**src/rtl/lrusd_pkg.sv**
```systemverilog
// shared constants and types for the lru stack distance tracker
package lrusd_pkg;

    localparam int STACK_DEPTH_DEF = 64;
    localparam int PAGE_W          = 32;
    localparam int CAP_W           = 7;
    localparam int SDEPTH_W        = 6;
    localparam int CAP_RESET       = 64;

    typedef logic [PAGE_W-1:0]   page_t;
    typedef logic [CAP_W-1:0]    cap_t;
    typedef logic [SDEPTH_W-1:0] sdepth_t;

    typedef struct packed {
        logic    hit;
        sdepth_t stack_depth;
    } result_t;

endpackage

```
**src/rtl/lrusd_if.sv**
```systemverilog
// valid/ready channel interfaces for page references and results
interface lrusd_page_if;
    logic                 valid;
    logic                 ready;
    lrusd_pkg::page_t     page_number;

    modport source (output valid, output page_number, input ready);
    modport sink (input valid, input page_number, output ready);
    modport monitor (input valid, input page_number, input ready);
endinterface

interface lrusd_result_if;
    logic                 valid;
    logic                 ready;
    logic                 hit;
    lrusd_pkg::sdepth_t   stack_depth;

    modport source (output valid, output hit, output stack_depth, input ready);
    modport sink (input valid, input hit, input stack_depth, output ready);
    modport monitor (input valid, input hit, input stack_depth, input ready);
endinterface

```
**src/rtl/lrusd_stack_ram.sv**
```systemverilog
// recency stack memory, one write and one registered read port
module lrusd_stack_ram #(
    parameter int DEPTH = lrusd_pkg::STACK_DEPTH_DEF
) (
    input  logic                                  clk,
    input  logic                                  we,
    input  logic [(DEPTH > 1 ? $clog2(DEPTH) : 1)-1:0] waddr,
    input  lrusd_pkg::page_t                      wdata,
    input  logic                                  re,
    input  logic [(DEPTH > 1 ? $clog2(DEPTH) : 1)-1:0] raddr,
    output lrusd_pkg::page_t                      rdata
);

    lrusd_pkg::page_t mem [DEPTH];
    lrusd_pkg::page_t rdata_reg;

    always_ff @(posedge clk)
    begin
        if (we)
        begin
            mem[waddr] <= wdata;
        end
    end

    always_ff @(posedge clk)
    begin
        if (re)
        begin
            rdata_reg <= mem[raddr];
        end
    end

    assign rdata = rdata_reg;

endmodule

```
**src/rtl/lrusd_ctrl.sv**
```systemverilog
// scan sequencer: search and shift in one pass, entry count and capacity
module lrusd_ctrl #(
    parameter int DEPTH = lrusd_pkg::STACK_DEPTH_DEF
) (
    input  logic                                  clk,
    input  logic                                  rst_n,
    input  logic                                  accept,
    input  lrusd_pkg::page_t                      page_number,
    output logic                                  idle,
    input  logic                                  cap_we,
    input  lrusd_pkg::cap_t                       cap_wdata,
    input  logic                                  res_free,
    output logic                                  res_valid,
    output lrusd_pkg::result_t                    res,
    output logic                                  ram_we,
    output logic [(DEPTH > 1 ? $clog2(DEPTH) : 1)-1:0] ram_waddr,
    output lrusd_pkg::page_t                      ram_wdata,
    output logic                                  ram_re,
    output logic [(DEPTH > 1 ? $clog2(DEPTH) : 1)-1:0] ram_raddr,
    input  lrusd_pkg::page_t                      ram_rdata
);

    localparam int AW      = (DEPTH > 1) ? $clog2(DEPTH) : 1;
    localparam int CW      = $clog2(DEPTH + 1);
    localparam int MW      = (CW > lrusd_pkg::CAP_W) ? CW : lrusd_pkg::CAP_W;
    localparam int SW      = (CW > lrusd_pkg::SDEPTH_W) ? CW : lrusd_pkg::SDEPTH_W;
    localparam int CAP_RST = (lrusd_pkg::CAP_RESET > DEPTH) ? DEPTH : lrusd_pkg::CAP_RESET;
    localparam logic [MW-1:0] DEPTH_M = MW'(DEPTH);
    localparam logic [SW-1:0] SAT_S   = SW'((1 << lrusd_pkg::SDEPTH_W) - 1);

    localparam logic S_IDLE = 1'b0;
    localparam logic S_SCAN = 1'b1;

    logic             state_reg;
    logic [CW-1:0]    d_reg;
    logic [CW-1:0]    count_reg;
    logic [CW-1:0]    cap_reg;
    lrusd_pkg::page_t page_reg;
    lrusd_pkg::page_t carry_reg;

    logic             in_range;
    logic             match;
    logic             term;
    logic             step;
    logic [CW-1:0]    d_inc;
    logic [CW-1:0]    count_next;
    logic [CW-1:0]    cap_next;
    logic [MW-1:0]    cap_ext;
    logic [SW-1:0]    d_ext;

    assign in_range = (d_reg != count_reg);
    assign match    = in_range && (ram_rdata == page_reg);
    assign term     = !in_range || match;
    assign step     = (state_reg == S_SCAN) && (!term || res_free);
    assign d_inc    = d_reg + CW'(1);
    assign idle     = (state_reg == S_IDLE);

    // count after this item: unchanged on a hit, grows on a miss until full
    always_comb
    begin
        if (match)
        begin
            count_next = count_reg;
        end
        else if (count_reg < cap_reg)
        begin
            count_next = d_inc;
        end
        else
        begin
            count_next = cap_reg;
        end
    end

    // zero capacity reads as one, anything above the depth as the depth
    always_comb
    begin
        cap_ext = MW'(cap_wdata);
        if (cap_ext == '0)
        begin
            cap_next = CW'(1);
        end
        else if (cap_ext > DEPTH_M)
        begin
            cap_next = CW'(DEPTH);
        end
        else
        begin
            cap_next = cap_ext[CW-1:0];
        end
    end

    // steps move the carried entry one place down; a full miss drops it
    assign ram_we    = step && (in_range || (count_reg < cap_reg));
    assign ram_waddr = d_reg[AW-1:0];
    assign ram_wdata = carry_reg;
    assign ram_re    = accept || (step && !term);
    assign ram_raddr = idle ? '0 : d_inc[AW-1:0];

    assign d_ext     = SW'(d_reg);
    assign res_valid = step && term;

    always_comb
    begin
        res.hit = match;
        if (!match)
        begin
            res.stack_depth = '0;
        end
        else if (d_ext > SAT_S)
        begin
            res.stack_depth = '1;
        end
        else
        begin
            res.stack_depth = d_ext[lrusd_pkg::SDEPTH_W-1:0];
        end
    end

    always_ff @(posedge clk or negedge rst_n)
    begin
        if (!rst_n)
        begin
            state_reg <= S_IDLE;
            count_reg <= '0;
            cap_reg   <= CW'(CAP_RST);
            d_reg     <= '0;
        end
        else
        begin
            unique case (state_reg)
                S_IDLE:
                begin
                    if (accept)
                    begin
                        state_reg <= S_SCAN;
                        d_reg     <= '0;
                    end
                end
                S_SCAN:
                begin
                    if (step)
                    begin
                        if (term)
                        begin
                            state_reg <= S_IDLE;
                            count_reg <= count_next;
                        end
                        else
                        begin
                            d_reg <= d_inc;
                        end
                    end
                end
                default:
                begin
                    state_reg <= S_IDLE;
                end
            endcase
            if (cap_we)
            begin
                cap_reg <= cap_next;
                if (count_reg > cap_next)
                begin
                    count_reg <= cap_next;
                end
            end
        end
    end

    always_ff @(posedge clk)
    begin
        if (accept)
        begin
            page_reg  <= page_number;
            carry_reg <= page_number;
        end
        else if (step && !term)
        begin
            carry_reg <= ram_rdata;
        end
    end

endmodule

```
**src/rtl/lru_stack_distance_tracker_unit.sv**
```systemverilog
// top level of the lru stack distance tracker
//
//  channel    dir   handshake         payload
//  refs       in    valid / ready     page_number[31:0]
//  results    out   valid / ready     hit, stack_depth[5:0]
//  capacity   in    capacity_we       capacity_wdata[6:0]
//
// a miss scans every held entry, a hit stops at its depth: one memory read per
// entry scanned, compared and written back one place down in the same pass
// reset clears entry count, sets capacity to min(64, STACK_DEPTH); memory not cleared
// a result waits in an output register; a full register stalls only the last scan step
module lru_stack_distance_tracker_unit #(
    parameter int STACK_DEPTH = lrusd_pkg::STACK_DEPTH_DEF
) (
    input  logic                  clk,
    input  logic                  rst_n,
    lrusd_page_if.sink            refs,
    lrusd_result_if.source        results,
    input  logic                  capacity_we,
    input  lrusd_pkg::cap_t       capacity_wdata
);

    localparam int AW = (STACK_DEPTH > 1) ? $clog2(STACK_DEPTH) : 1;

    logic               accept;
    logic               idle;
    logic               res_free;
    logic               res_valid;
    lrusd_pkg::result_t res;
    logic               ram_we;
    logic [AW-1:0]      ram_waddr;
    lrusd_pkg::page_t   ram_wdata;
    logic               ram_re;
    logic [AW-1:0]      ram_raddr;
    lrusd_pkg::page_t   ram_rdata;

    logic               out_valid_reg;
    lrusd_pkg::result_t out_res_reg;

    assign refs.ready = idle;
    assign accept     = refs.valid && idle;
    assign res_free   = !out_valid_reg || results.ready;

    lrusd_ctrl #(
        .DEPTH (STACK_DEPTH)
    ) u_ctrl (
        .clk         (clk),
        .rst_n       (rst_n),
        .accept      (accept),
        .page_number (refs.page_number),
        .idle        (idle),
        .cap_we      (capacity_we),
        .cap_wdata   (capacity_wdata),
        .res_free    (res_free),
        .res_valid   (res_valid),
        .res         (res),
        .ram_we      (ram_we),
        .ram_waddr   (ram_waddr),
        .ram_wdata   (ram_wdata),
        .ram_re      (ram_re),
        .ram_raddr   (ram_raddr),
        .ram_rdata   (ram_rdata)
    );

    lrusd_stack_ram #(
        .DEPTH (STACK_DEPTH)
    ) u_ram (
        .clk   (clk),
        .we    (ram_we),
        .waddr (ram_waddr),
        .wdata (ram_wdata),
        .re    (ram_re),
        .raddr (ram_raddr),
        .rdata (ram_rdata)
    );

    always_ff @(posedge clk or negedge rst_n)
    begin
        if (!rst_n)
        begin
            out_valid_reg <= 1'b0;
        end
        else if (res_valid)
        begin
            out_valid_reg <= 1'b1;
        end
        else if (results.ready)
        begin
            out_valid_reg <= 1'b0;
        end
    end

    always_ff @(posedge clk)
    begin
        if (res_valid)
        begin
            out_res_reg <= res;
        end
    end

    assign results.valid       = out_valid_reg;
    assign results.hit         = out_res_reg.hit;
    assign results.stack_depth = out_res_reg.stack_depth;

endmodule

```
**src/flat_wrapper.sv**
```systemverilog
// flat-port wrapper written by rule: the top's interface ports become plain ports
module lru_stack_distance_tracker_unit_flat 
#(
    parameter int STACK_DEPTH = lrusd_pkg::STACK_DEPTH_DEF
)
  (clk, rst_n, capacity_we, capacity_wdata, refs_valid, refs_page_number, refs_ready, results_valid, results_hit, results_stack_depth, results_ready);
  lrusd_page_if refs_i ();
  lrusd_result_if results_i ();
  input  logic clk;
  input  logic rst_n;
  input  logic capacity_we;
  input  lrusd_pkg::cap_t capacity_wdata;
  input wire logic [$bits(refs_i.valid)-1:0] refs_valid;
  input wire logic [$bits(refs_i.page_number)-1:0] refs_page_number;
  output wire logic [$bits(refs_i.ready)-1:0] refs_ready;
  output wire logic [$bits(results_i.valid)-1:0] results_valid;
  output wire logic [$bits(results_i.hit)-1:0] results_hit;
  output wire logic [$bits(results_i.stack_depth)-1:0] results_stack_depth;
  input wire logic [$bits(results_i.ready)-1:0] results_ready;
  assign refs_i.valid = refs_valid;
  assign refs_i.page_number = refs_page_number;
  assign refs_ready = refs_i.ready;
  assign results_valid = results_i.valid;
  assign results_hit = results_i.hit;
  assign results_stack_depth = results_i.stack_depth;
  assign results_i.ready = results_ready;
  lru_stack_distance_tracker_unit #(.STACK_DEPTH(STACK_DEPTH)) u_core (.clk(clk), .rst_n(rst_n), .refs(refs_i), .results(results_i), .capacity_we(capacity_we), .capacity_wdata(capacity_wdata));
endmodule
```
**config.mk**
```make
export PLATFORM = sky130hd
export DESIGN_NAME = lru_stack_distance_tracker_unit_flat
export DESIGN_NICKNAME = d
export VERILOG_FILES = /design/src/rtl/lrusd_pkg.sv /design/src/rtl/lrusd_if.sv /design/src/rtl/lrusd_stack_ram.sv /design/src/rtl/lrusd_ctrl.sv /design/src/rtl/lru_stack_distance_tracker_unit.sv /design/src/flat_wrapper.sv
export SDC_FILE = /design/constraint.sdc
export NUM_CORES = 2
export LEC_CHECK = 0
export BUFFER_PORTS_ARGS = -buffer_cell sky130_fd_sc_hd__buf_4
export CAP_MARGIN = 30
export CORE_MARGIN = 5
export CORE_UTILIZATION = 37
export CTS_CLUSTER_SIZE = 24
export DETAILED_ROUTE_END_ITERATION = 8
export GPL_TIMING_DRIVEN = 0
export PLACE_DENSITY = 0.54
export SLEW_MARGIN = 20
export SYNTH_ARGS = -nofsm -noshare
export SYNTH_HDL_FRONTEND = slang
export SYNTH_SLANG_ARGS = --single-unit
```
**constraint.sdc**
```tcl
create_clock -name clk -period 7.92 [get_ports clk]
set_input_delay 1.188 -clock clk [delete_from_list [all_inputs] [get_ports clk]]
set_output_delay 1.188 -clock clk [all_outputs]
set_load 0.1 [all_outputs]
```
# ---- Word-level counts from Yosys, hierarchy flattened
# Memory sizes are Yosys's and may differ from the RTL's. A register that Yosys moved wholly into a read port is not among the register bits.
# Index checks and enable logic that the tools add are counted.
dict set report word_totals {
  ramBits 2048
  memories 1
  inputBits 44
  output_inout_bits 9
  reg_bits 94
}
# name depth width rd rd_clocked_by_memory_dff wr line
set memory_table {}
lappend memory_table {u_core.u_ram.mem 64 32 1 1 1 lrusd_stack_ram.sv:14} ;# lrusd_pkg::page_t mem [DEPTH];
dict set report classes {
  addsub 1
  reduce_logical 18
  magnitude_cmp 4
  n_mux 25
  n_eq_ne 5
  bitwise_logic 1
}
# cell count
set ops {}
lappend ops {{two-way mux 7 bit} 12}
lappend ops {{two-way mux 32 bit} 2}
lappend ops {{== test 32 bit} 1}
lappend ops {{case mux 7 bit (2 select lines)} 1}
lappend ops {{two-way mux 6 bit} 2}
lappend ops {{adder 7 x 1 -> 7 bit, second input constant} 1}
lappend ops {{greater-than comparator 7 x 6 -> 1 bit, second input constant} 1}
lappend ops {{greater-than comparator 7 bit} 1}
lappend ops {{greater-than comparator 7 bit, second input constant} 1}
lappend ops {{zero test 7 bit} 1}
lappend ops {{< comparator 7 bit} 1}
lappend ops {{two-way mux 1 bit} 7}
lappend ops {{inequality test 7 bit} 1}
lappend ops {{logical AND 1 bit} 6}
lappend ops {{logical OR 1 bit} 5}
lappend ops {{inequality test 2 bit, second input constant} 2}
lappend ops {{nonzero test 2 bit} 2}
lappend ops {{zero test 1 bit} 3}
lappend ops {{AND reduction 3 bit} 1}
lappend ops {{inequality test 2 x 1 -> 1 bit, second input constant} 1}
lappend ops {{case mux 1 bit (2 select lines)} 1}
lappend ops {{NOT 1 bit} 1}

# ---- Depth between registers and ports, before layout
dict set report depth {
  ltp_word 10
  mapped_depth 12
  depth_no_buf 11
}

# ---- Modules after synthesis
# From an unflattened synthesis, not the netlist that was laid out.
dict set report hier_totals {
  cells_unflattened 3695
  area_unflattened_um2 83560.1
}
# mod cells_each n_inst area_each_um2 seq_area_each_um2
set by_module_without_submodules {}
lappend by_module_without_submodules {lrusd_stack_ram 3324 1 78835.6 62459.9}
lappend by_module_without_submodules {lrusd_ctrl 360 1 4460.5 2473.6}
lappend by_module_without_submodules {lru_stack_distance_tracker_unit 11 1 264.0 235.2}

# ---- Least setup slack after synthesis
# No wires, ideal clock.
dict set report synth_path {
  kind {register to register}
  startpoint {reg u_core.u_ctrl.cap_reg[6]}
  endpoint {mem u_core.u_ram.mem[35][0] (netlist name) (enable)}
  path_slack_ns 3.212
  t_arrival_ns 4.247
  stages_incl_launch_ff 9
  n_path_buf 1
  setup_time_ns 0.461
  t_required_ns 7.459
  path_cell_list {dfstp_2 > inv_1 > ha_1 > or3_1 > a211o_1 > a32oi_1 > buf_4 > nand4_1 > nor3_1}
}
dict set report synth_between {
  elab_chain_cells 5
}
# element line
set synth_rtl {}
lappend synth_rtl {{from (decl)} lrusd_ctrl.sv:37} ;# logic [CW-1:0] cap_reg;
lappend synth_rtl {{from (signal assigned)} lrusd_ctrl.sv:126} ;# cap_reg <= CW'(CAP_RST);
lappend synth_rtl {{from (signal assigned)} lrusd_ctrl.sv:162} ;# cap_reg <= cap_next;
lappend synth_rtl {{< comparator 7 bit} lrusd_ctrl.sv:94} ;# assign ram_we = step && (in_range || (count_reg < cap_reg));
lappend synth_rtl {{logical OR 1 bit} lrusd_ctrl.sv:94}
lappend synth_rtl {{logical AND 1 bit} lrusd_ctrl.sv:94}
lappend synth_rtl {{two-way mux 1 bit} lrusd_stack_ram.sv:19} ;# if (we)
lappend synth_rtl {{two-way mux 1 bit (not written as such)} lrusd_stack_ram.sv:21} ;# mem[waddr] <= wdata;
lappend synth_rtl {{to (decl)} lrusd_stack_ram.sv:14}
# Every way passes these cells.

# ---- Worst setup path after layout
dict set report layout_path {
  startpoint {reg u_core.u_ctrl.d_reg[0], in the netlist u_core.u_ctrl.d_ext[0]}
  endpoint {mem u_core.u_ram.mem[25][12] (netlist name) (enable)}
}
dict set report layout_between {
  elab_chain_cells 9
}
# element line
set layout_rtl {}
lappend layout_rtl {{from (decl)} lrusd_ctrl.sv:35} ;# logic [CW-1:0] d_reg;
lappend layout_rtl {{from (signal assigned)} lrusd_ctrl.sv:151} ;# d_reg <= d_inc;
lappend layout_rtl {{inequality test 7 bit} lrusd_ctrl.sv:51} ;# assign in_range = (d_reg != count_reg);
lappend layout_rtl {{zero test 1 bit / logical AND 1 bit (equally long branches)} {lrusd_ctrl.sv:53, lrusd_ctrl.sv:52}}
lappend layout_rtl {{logical OR 1 bit} lrusd_ctrl.sv:53} ;# assign term = !in_range || match;
lappend layout_rtl {{zero test 1 bit} lrusd_ctrl.sv:54} ;# assign step = (state_reg == S_SCAN) && (!term || res_free);
lappend layout_rtl {{logical OR 1 bit} lrusd_ctrl.sv:54}
lappend layout_rtl {{logical AND 1 bit} lrusd_ctrl.sv:54}
lappend layout_rtl {{logical AND 1 bit} lrusd_ctrl.sv:94}
lappend layout_rtl {{two-way mux 1 bit} lrusd_stack_ram.sv:19}
lappend layout_rtl {{two-way mux 1 bit (not written as such)} lrusd_stack_ram.sv:21}
# Parallel ways exist; a longest one is shown, timed or not.

==> impl_metrics.csv <==
group,metric,value,unit
synthesis,yosysWarnings,0,
clock_network,clk_pin_slew_worst_paths,0.06,ns
drt,vias,51702,
drt,firstDrtPassIters,7,
final_layout,drive_above_1_share,16.97,%
drt,avgViaCountPerCell,5.810,
clock_network,cts.htree.levels,4,
die,fp.dieW,490.7,um
drt,wl_per_cell,30.85,um
final_layout,seq_area,0.06517,mm^2
die,ios,53,
drt,wirelength,274.5,mm
placed_design,io_buffers,51,
final_layout,multiInputGateArea,0.01919,mm^2
synthesis,synth_top_area_share,75.55,%
placed_design,dp_cells,8480,
critical_path,worstPathRequired,8.49,ns
sta,rsz0062_at_grt,"no",
synthesis,synthSimpleGateAreaFrac,4.143,%
sta,worst_slack,2.089,ns
global_route,grt_max_degree,47,
synthesis,syn_inst,5181,
global_route,grt_usage,22.15,%
die,core_area,0.2299,mm^2
die,initial_core_util,37.19,%
critical_path,critPathMaxFanout,18,
synthesis,synth.largest_area_cell,"edfxtp_1",
sta,fin_crit_sh,73.63,%
synthesis,synthesis.nets,5239,
synthesis,synth_area_per_cell,16.50,um^2
synthesis,synth_compound_area_share,10.75,%
final_layout,largest_register_ffs,2048,
hold_path,hold_class,"primary input to asynchronous set/reset pin",
drt,drc_errors,0,
sta,setup_viol,0,
global_route,antenna_found_initial,18,
final_layout,final_cells,8899,
synthesis,synth_xor_area_share,0.4785,%
critical_path,startpoint_type,"register",
critical_path,worstPathArrival,6.40,ns
final_layout,final_nets,5738,
sta,max_slew_margin,30.82,%
global_route,grt_pass1_wl,385.6,mm
placed_design,dpl.hpwl,199.9,mm
critical_path,path_class,"register to register",
global_route,grt_pass1_vias,50203,
synthesis,synthTopCellsByArea,"edfxtp_1 (76%), mux2i_1 (3.1%), o221ai_1 (2.3%)",
synthesis,synth_fa_ha_area_share,0.2049,%
job,maxCapViolCount,0,
sta,max_freq,171.5,MHz
sta,worst_slew_pin_slew,1.022,ns
synthesis,synth-seq-cells,2174,
drt,detail-route-antenna-nets,0,
clock_network,holdBufCountCts,0,
placed_design,preCtsSetupSlack,2.151,ns
final_layout,area_delta_synth_final,18.31,%
sta,drv_slew,0,
synthesis,synth_ff_type,"edfxtp_1",
clock_network,clock_path_buffers,3,
clock_network,cts_root_buf,"clkbuf_16",
critical_path,cp_slowest_stage_delay,0.96,ns
die,die_height,490.7,um
global_route,gr-total-overflow,0,
clock_network,cts_buffers,221,
synthesis,synth_top_family_by_area,"compound AO/OA/AOI/OAI gates",
placed_design,gp_congestion,0.8953,
die,die_area,0.2408,mm^2
sta,final_hold_viol_count,0,
sta,finClkSkew,0.06141,ns
synthesis,syn_area,0.08550,mm^2
clock_network,cts_resized,0,
clock_network,clock_sinks,2174,
outcome,outcome,"finished clean",
critical_path,crit_slowest_cell,"nand4_1",
synthesis,async_flop_share,1.058,%
critical_path,path_cells,"buf_4 > buf_4 > buf_2 > buf_2 > buf_2 > clkbuf_1 > nand4_1 > nor2_4 > buf_16",
die,row_count,176,
clock_network,postCtsSetupRepairBufs,0,
synthesis,synth_mux_area_share,6.117,%
sta,fin_crit,5.831,ns
final_layout,n_fill_cell,20252,
critical_path,crit_top_cell,"buf_2",
synthesis,synth-edff-count,2151,
sta,fin_tns_setup,0,ns
drt,drt_iter0_markers,5759,
synthesis,ys_types,72,
sta,holdWs,0.2282,ns
final_layout,top_register,"u_core.u_ram.mem",
synthesis,ys_seq_area_share,76.22,%
critical_path,endpoint_kind,"register",
clock_network,cts_tree,"yes",
clock_network,insertion_delay,0.88,ns
[worst max-delay path, delay by kind of cell, from the launching register on]
family                 cells  cell delay, ns
buffers and inverters      7            3.18
and+or+nand+nor            2            1.91
DFF                        1            0.34
[layout make-up]
class,instances,share of cell area [%]
sequential,2174,64.43
multi-input combinational,2596,18.97
clock buffer,276,5.671
timing repair buffer,276,4.056
tap,3026,3.743
buffer,394,1.706
clock inverter,136,1.351
inverter,17,0.06556
antenna,4,0.009896
[synth_stat cells, drive strengths merged, types with 6 or more instances]
cell / n
nand4: 42
dfrtp: 22
a221oi: 65
a311oi: 32
a22oi: 33
a2bb2oi: 62
o21ai: 118
o2bb2ai: 33
a21oi: 261
o221ai: 222
nor2: 217
o311ai: 31
nor2b: 38
mux4: 65
buf: 168
nand2: 319
edfxtp: 2151
xor2: 37
a211oi: 95
o22a: 32
a31oi: 69
mux2: 98
nand3: 116
xnor2: 8
o22ai: 193
mux2i: 266
ha: 14
nor4: 9
inv: 17
nand2b: 6
a22o: 34
clkbuf: 226
nor3: 36
[cell families after synthesis]
family | count (synthesis)
buffers and inverters | 411
flip-flops | 2174
multiplexers | 429
AO/OA/AOI/OAI | 1306
adder cells (fa/ha/maj) | 14
XOR/XNOR | 45
AND/OR/NAND/NOR | 802
[cell usage in the layout (no fill, tap or decap), types with 153 or more instances in the layout]
cell	n
edfxtp_1	2151
nand2_1	318
clkbuf_1	274
mux2i_1	266
a21oi_1	261
o221ai_1	222
clkbuf_16	221
o22ai_1	193
nor2_1	153
[per-stage QoR]
step | utilization, % | area, um^2
after floorplan | - | 85500
after global placement | 39.00 | 89670
after detailed placement | 40.89 | 94000
after CTS | 43.98 | 101100
after global routing | 43.99 | 101100
final | 44.00 | 101200
[path summary, 6_finish.rpt]
path                                              end  slack [ns]  cells past startpoint                     start
max reg2reg                  u_core.u_ram.mem[25][12]        2.09                      9    u_core.u_ctrl.d_ext[0]
max                          u_core.u_ram.mem[25][12]        2.09                      9    u_core.u_ctrl.d_ext[0]
min in group clk           u_core.u_ctrl.page_reg[23]        0.49                      1      refs_page_number[23]
min                              u_core.results.valid        0.23                      1                     rst_n
min reg2reg                  u_core.u_ctrl.cap_reg[5]        0.54                      2  u_core.u_ctrl.cap_reg[5]
max in group asynchronous    u_core.u_ctrl.cap_reg[6]        7.38                      1                     rst_n
[layer usage]
metal	global-route usage [%]	wire [um]
met1	30.60	114000
met2	34.80	127300
met3	3.676	20130
met4	9.462	12970
met5	0	69
Power is left out: the tool's default activity adds up to more than one toggle a clock period on the data nets, which glitch-free logic cannot reach.
